**src/rtl/dpw_pkg.sv**
```systemverilog
`timescale 1ns / 1ps

package dpw_pkg;

    // configuration port geometry
    localparam int CFG_INDEX_W = 3;
    localparam int CFG_DATA_W  = 63;

    // register indexes
    localparam logic [CFG_INDEX_W-1:0] REG_FOCAL_X     = 3'd0;
    localparam logic [CFG_INDEX_W-1:0] REG_FOCAL_Y     = 3'd1;
    localparam logic [CFG_INDEX_W-1:0] REG_PRINCIPAL   = 3'd2;
    localparam logic [CFG_INDEX_W-1:0] REG_ROT_ZERO    = 3'd3;
    localparam logic [CFG_INDEX_W-1:0] REG_ROT_ONE     = 3'd4;
    localparam logic [CFG_INDEX_W-1:0] REG_ROT_TWO     = 3'd5;
    localparam logic [CFG_INDEX_W-1:0] REG_TRANSLATION = 3'd6;

    // register reset values
    localparam logic [31:0] RST_FOCAL_X     = 32'd8180940;
    localparam logic [31:0] RST_FOCAL_Y     = 32'd8180940;
    localparam logic [31:0] RST_PRINCIPAL   = 32'd251139064;
    localparam logic [62:0] RST_ROT_ZERO    = 63'd524288;
    localparam logic [62:0] RST_ROT_ONE     = 63'd1099511627776;
    localparam logic [62:0] RST_ROT_TWO     = 63'd2305843009213693952;
    localparam logic [62:0] RST_TRANSLATION = 63'd0;

    // packed field width of rotation entries and translation
    localparam int COEF_W = 21;

    // accept edge to result strobe, in clock edges
    localparam int PIPE_LATENCY = 10;

    typedef logic signed [COEF_W-1:0] coef_t;

    // input word
    typedef struct packed {
        logic [9:0]  pixel_column;
        logic [8:0]  pixel_row;
        logic [15:0] depth_mm;
        logic        frame_end_in;
    } pixel_t;

    // result word
    typedef struct packed {
        logic signed [31:0] world_x;
        logic signed [31:0] world_y;
        logic signed [31:0] world_z;
        logic               frame_end_out;
    } point_t;

    // decoded configuration
    typedef struct packed {
        logic [31:0]           focal_x_recip;
        logic [31:0]           focal_y_recip;
        logic [15:0]           cx;
        logic [15:0]           cy;
        coef_t [2:0][2:0]      rot;
        coef_t [2:0]           trans;
    } cfg_t;

    // camera point between back-projection and transform
    typedef struct packed {
        logic        valid;
        logic        neg_x;
        logic [32:0] qx;
        logic        neg_y;
        logic [32:0] qy;
        logic [15:0] depth;
        logic        frame_end;
    } cam_t;

endpackage

```
**src/rtl/dpw_cfg_regs.sv**
```systemverilog
`timescale 1ns / 1ps

module dpw_cfg_regs (
    input  logic                              clk,
    input  logic                              rst_n,
    input  logic                              cfg_we,
    input  logic [dpw_pkg::CFG_INDEX_W-1:0]   cfg_index,
    input  logic [dpw_pkg::CFG_DATA_W-1:0]    cfg_data,
    output dpw_pkg::cfg_t                     cfg
);

    logic [31:0]                      focal_x_reg;
    logic [31:0]                      focal_y_reg;
    logic [31:0]                      principal_reg;
    logic [dpw_pkg::CFG_DATA_W-1:0]   rot0_reg;
    logic [dpw_pkg::CFG_DATA_W-1:0]   rot1_reg;
    logic [dpw_pkg::CFG_DATA_W-1:0]   rot2_reg;
    logic [dpw_pkg::CFG_DATA_W-1:0]   trans_reg;
    logic [2:0][dpw_pkg::CFG_DATA_W-1:0] rows;

    // register writes, unknown indexes dropped
    always_ff @(posedge clk or negedge rst_n)
    begin
        if (!rst_n)
        begin
            focal_x_reg   <= dpw_pkg::RST_FOCAL_X;
            focal_y_reg   <= dpw_pkg::RST_FOCAL_Y;
            principal_reg <= dpw_pkg::RST_PRINCIPAL;
            rot0_reg      <= dpw_pkg::RST_ROT_ZERO;
            rot1_reg      <= dpw_pkg::RST_ROT_ONE;
            rot2_reg      <= dpw_pkg::RST_ROT_TWO;
            trans_reg     <= dpw_pkg::RST_TRANSLATION;
        end
        else if (cfg_we)
        begin
            case (cfg_index)
                dpw_pkg::REG_FOCAL_X:     focal_x_reg   <= cfg_data[31:0];
                dpw_pkg::REG_FOCAL_Y:     focal_y_reg   <= cfg_data[31:0];
                dpw_pkg::REG_PRINCIPAL:   principal_reg <= cfg_data[31:0];
                dpw_pkg::REG_ROT_ZERO:    rot0_reg      <= cfg_data;
                dpw_pkg::REG_ROT_ONE:     rot1_reg      <= cfg_data;
                dpw_pkg::REG_ROT_TWO:     rot2_reg      <= cfg_data;
                dpw_pkg::REG_TRANSLATION: trans_reg     <= cfg_data;
                default:
                begin
                end
            endcase
        end
    end

    assign rows = {rot2_reg, rot1_reg, rot0_reg};

    // unpack fields
    always_comb
    begin
        cfg.focal_x_recip = focal_x_reg;
        cfg.focal_y_recip = focal_y_reg;
        cfg.cx            = principal_reg[15:0];
        cfg.cy            = principal_reg[31:16];
        for (int i = 0; i < 3; i++)
        begin
            for (int j = 0; j < 3; j++)
            begin
                cfg.rot[i][j] = rows[i][dpw_pkg::COEF_W*j +: dpw_pkg::COEF_W];
            end
            cfg.trans[i] = trans_reg[dpw_pkg::COEF_W*i +: dpw_pkg::COEF_W];
        end
    end

`ifndef ASSERT_OFF
    a_focal_x_write: assert property (@(posedge clk) disable iff (!rst_n)
        cfg_we && cfg_index == dpw_pkg::REG_FOCAL_X |=>
        focal_x_reg == $past(cfg_data[31:0]))
        else $error("focal x reciprocal write lost");
`endif

endmodule

```
**config.mk**
```make
export PLATFORM = sky130hd
export DESIGN_NAME = dpw_cfg_regs
export DESIGN_NICKNAME = d
export VERILOG_FILES = /design/src/rtl/dpw_pkg.sv /design/src/rtl/dpw_cfg_regs.sv
export SDC_FILE = /design/constraint.sdc
export NUM_CORES = 1
export LEC_CHECK = 0
export BUFFER_PORTS_ARGS = -buffer_cell sky130_fd_sc_hd__buf_2
export CORE_ASPECT_RATIO = 1.2
export CORE_MARGIN = 10
export CORE_UTILIZATION = 55
export CTS_CLUSTER_SIZE = 10
export DETAILED_ROUTE_END_ITERATION = 16
export PLACE_DENSITY = 0.88
export SYNTH_ARGS = -nofsm -noshare
export SYNTH_HDL_FRONTEND = slang
export SYNTH_SLANG_ARGS = --single-unit
```
**constraint.sdc**
```tcl
create_clock -name clk -period 1.75 [get_ports clk]
set_input_delay 0.35 -clock clk [delete_from_list [all_inputs] [get_ports clk]]
set_output_delay 0.35 -clock clk [all_outputs]
set_load 0.03 [all_outputs]
```
==> impl_metrics.xml <==
<?xml version="1.0" encoding="UTF-8"?>
<metrics>
  <group name="status">
    <metric name="result_of_the_run" unit="">finished clean</metric>
  </group>
  <group name="timing">
    <metric name="maxClockFrequency" unit="MHz">620</metric>
    <metric name="timing_worst_slew_pin_value" unit="ps">498</metric>
    <metric name="setup_repair_after_global_routing_missed_its_margin" unit="">false</metric>
    <metric name="max_slew_margin" unit="%">66.8</metric>
    <metric name="finalClockSkew" unit="ps">0</metric>
    <metric name="final-setup-viol-count" unit="">0</metric>
    <metric name="maxSlewViolCount" unit="">0</metric>
    <metric name="layout_min_cycle_time" unit="ps">1610</metric>
    <metric name="hold_viol" unit="">0</metric>
    <metric name="fin_tns_setup" unit="ps">0</metric>
    <metric name="post-route-period-util" unit="%">92.2</metric>
  </group>
  <group name="global_routing">
    <metric name="grt_max_degree" unit="">51</metric>
    <metric name="grt_residual_overflow" unit="">0</metric>
    <metric name="globalRouteTotalUtil" unit="%">23.2</metric>
    <metric name="first_pass_grt_wire_length" unit="um">56000</metric>
    <metric name="number_of_global_route_vias_before_repair" unit="">9219</metric>
    <metric name="grt_antenna_before_repair" unit="">0</metric>
  </group>
  <group name="clock_tree">
    <metric name="tritoncts" unit="">built</metric>
    <metric name="cts.sink_count" unit="">348</metric>
    <metric name="cts_max_path_buffers" unit="">3</metric>
    <metric name="clock_pin_slew_on_the_worst_setup_and_hold_paths" unit="ps">50</metric>
    <metric name="cts_inserted_buffers" unit="">40</metric>
    <metric name="htreeDepth" unit="">2</metric>
    <metric name="clock_insertion_delay_worst_skew" unit="ps">500</metric>
    <metric name="clock-root-buffer" unit="">sky130_fd_sc_hd__clkbuf_16</metric>
  </group>
  <group name="floorplan">
    <metric name="die_ar" unit="mm2">0.0311</metric>
    <metric name="initial_core_util" unit="%">55.9</metric>
    <metric name="rows" unit="">62</metric>
    <metric name="io_pins" unit="">417</metric>
    <metric name="dieWidth" unit="um">163</metric>
    <metric name="die_height" unit="um">191</metric>
    <metric name="core-area" unit="mm2">0.0240</metric>
  </group>
  <group name="worst_setup_path">
    <metric name="worstRegToRegCells" unit="">1</metric>
    <metric name="critical_path_buf_inv_count" unit="">1</metric>
    <metric name="worstSetupPathDepth" unit="">1</metric>
    <metric name="cp_max_fo" unit="">2</metric>
    <metric name="critPathArrivalTime" unit="ps">1260</metric>
    <metric name="critPathKind" unit="">register to output pin</metric>
    <metric name="crit_chain" unit="">buf_2</metric>
    <metric name="critical_path.endpoint_type" unit="">output pin</metric>
    <metric name="critical-path-top-delay-family" unit="">flip-flops</metric>
    <metric name="crit_path_max_incr_delay" unit="ps">560</metric>
    <metric name="crit_required" unit="ps">1400</metric>
    <metric name="crit_path_top_delay_cell" unit="">sky130_fd_sc_hd__dfstp_2</metric>
    <metric name="setup.worst_path.start_class" unit="">register</metric>
  </group>
  <group name="placement">
    <metric name="place.gp.congestion" unit="">0.814</metric>
    <metric name="port_buffers" unit="">416</metric>
    <metric name="place.detailed.hpwl" unit="um">26100</metric>
  </group>
  <group name="drt">
    <metric name="routed_wirelength" unit="um">37100</metric>
    <metric name="route.antenna.remaining_nets" unit="">0</metric>
    <metric name="routedWlPerCell" unit="um">24.1</metric>
    <metric name="routed_via_density" unit="">5.33</metric>
    <metric name="routed_via_count" unit="">8208</metric>
    <metric name="detail_route.iter0.violations" unit="">294</metric>
    <metric name="detail_route.first_pass.iterations" unit="">4</metric>
    <metric name="drc" unit="">0</metric>
  </group>
  <group name="finish">
    <metric name="layout-area-overhead-vs-synth" unit="%">27.1</metric>
    <metric name="drive_above_1_share" unit="%">52.7</metric>
    <metric name="ant_diodes" unit="">0</metric>
    <metric name="final_net_count" unit="">1262</metric>
    <metric name="layout_commonest_cell" unit="">sky130_fd_sc_hd__buf_2</metric>
    <metric name="filler_cell_count" unit="">1479</metric>
    <metric name="leading_cell_types_in_the_layout_fill_and_taps_excluded" unit="">415 x sky130_fd_sc_hd__buf_2, 303 x sky130_fd_sc_hd__dfrtp_1, 242 x sky130_fd_sc_hd__mux2_1, 60 x sky130_fd_sc_hd__mux2_4, 46 x sky130_fd_sc_hd__mux2_2</metric>
  </group>
  <group name="pwr">
    <metric name="leakagePower" unit="nW">8.30</metric>
    <metric name="pwr_density_cell" unit="mW/mm2">1550</metric>
    <metric name="totalPowerFinal" unit="W">0.0265</metric>
    <metric name="worst_ir_drop_vdd" unit="uV">1140</metric>
  </group>
  <group name="logic_synthesis">
    <metric name="synthesis_stage_register_bit_count" unit="">348</metric>
    <metric name="post_synthesis_sequential_area_ratio" unit="%">65.2</metric>
    <metric name="yosys_warnings" unit="">0</metric>
    <metric name="synth_cell_types" unit="">12</metric>
    <metric name="postSynthNetCount" unit="">811</metric>
    <metric name="ys_top_cells_by_area" unit="">sky130_fd_sc_hd__dfrtp_1 56%, sky130_fd_sc_hd__mux2_1 20%, sky130_fd_sc_hd__dfstp_2 8.8%</metric>
    <metric name="synth_area_per_cell" unit="um2">18.1</metric>
    <metric name="post-synth-top-area-cell" unit="">sky130_fd_sc_hd__dfrtp_1</metric>
    <metric name="netlist_area" unit="mm2">0.0135</metric>
    <metric name="synth.top_cell.area_share" unit="%">56.4</metric>
    <metric name="synthesized_netlist_cell_count" unit="">742</metric>
  </group>
  <group name="hold_path">
    <metric name="hold_path_depth" unit="">2</metric>
    <metric name="hold_class" unit="">input port to register</metric>
  </group>
  <group name="job">
    <metric name="timing.max_cap.violations" unit="">0</metric>
  </group>
</metrics>
## final cells by class
type / count / area (um2) / share of cell area [%]
Tap cell: 320 / 400 / 2.34
Clock buffer: 70 / 1130 / 6.64
Timing Repair Buffer: 448 / 2530 / 14.8
Multi-Input combinational cell: 355 / 4260 / 24.9
Sequential cell: 348 / 8760 / 51.3
## cells by family after synthesis
logic type	share of synthesized area, %
DFF	65.2
and+or+nand+nor	0.614
buffers and inverters	3.42
muxes	30.8
## per-stage QoR
| step | hold slack [ps] | instance area [um2] | setup slack, ps | util (%) | cells |
|---|---|---|---|---|---|
| finish | 103 | 17100 | 137 | 71.1 | 1541 |
| floorplan | 54.4 | 13500 | 352 | - | 742 |
| global route | 96.6 | 17100 | 102 | 71.1 | 1541 |
| detailed placement | 311 | 16000 | 21.1 | 66.3 | 1470 |
| global placement | 314 | 16000 | 93.9 | 66.3 | 1470 |
| CTS | 89.3 | 17100 | 129 | 71.1 | 1541 |
## power by group
part / switching [W] / internal, W
logic: 0.00555 / 0.00256
clock network: 0.00301 / 0.00435
registers: 0.00104 / 0.0100
## Yosys cell counts, drive strengths merged
cell and instances:
nor4b 1, mux2 348, dfrtp 303, buf 39
nor4bb 2, and4bb 1, nand4b 3, dfstp 45
## metal layers
metal,part of all wire [%],vias up,GRT usage (%)
li1,-,3531,-
met1,39,4246,27.7
met2,49,359,38.8
met3,8.4,72,7.23
met4,3.1,0,8.33
met5,0,-,0
## final timing paths
check,startpoint,end,slack (ps)
hold / removal,cfg_data[45],trans_reg[45],100
min in group asynchronous,rst_n,rot1_reg[32],380
setup reg to reg,rot2_reg[59],rot2_reg[59],870
hold reg to reg,focal_y_reg[26],focal_y_reg[26],480
max in group asynchronous,rst_n,rot1_reg[23],690
setup / recovery,focal_x_reg[3],cfg[319],140
## repair_timing
item / in CTS / in global routing
hold buffers: 1 / 0
resized for setup: 0 / 0
hold endpoints to repair: 25 / 0
buffers inserted: 0 / 0
Note: power is estimated with default switching activity, not from simulation.
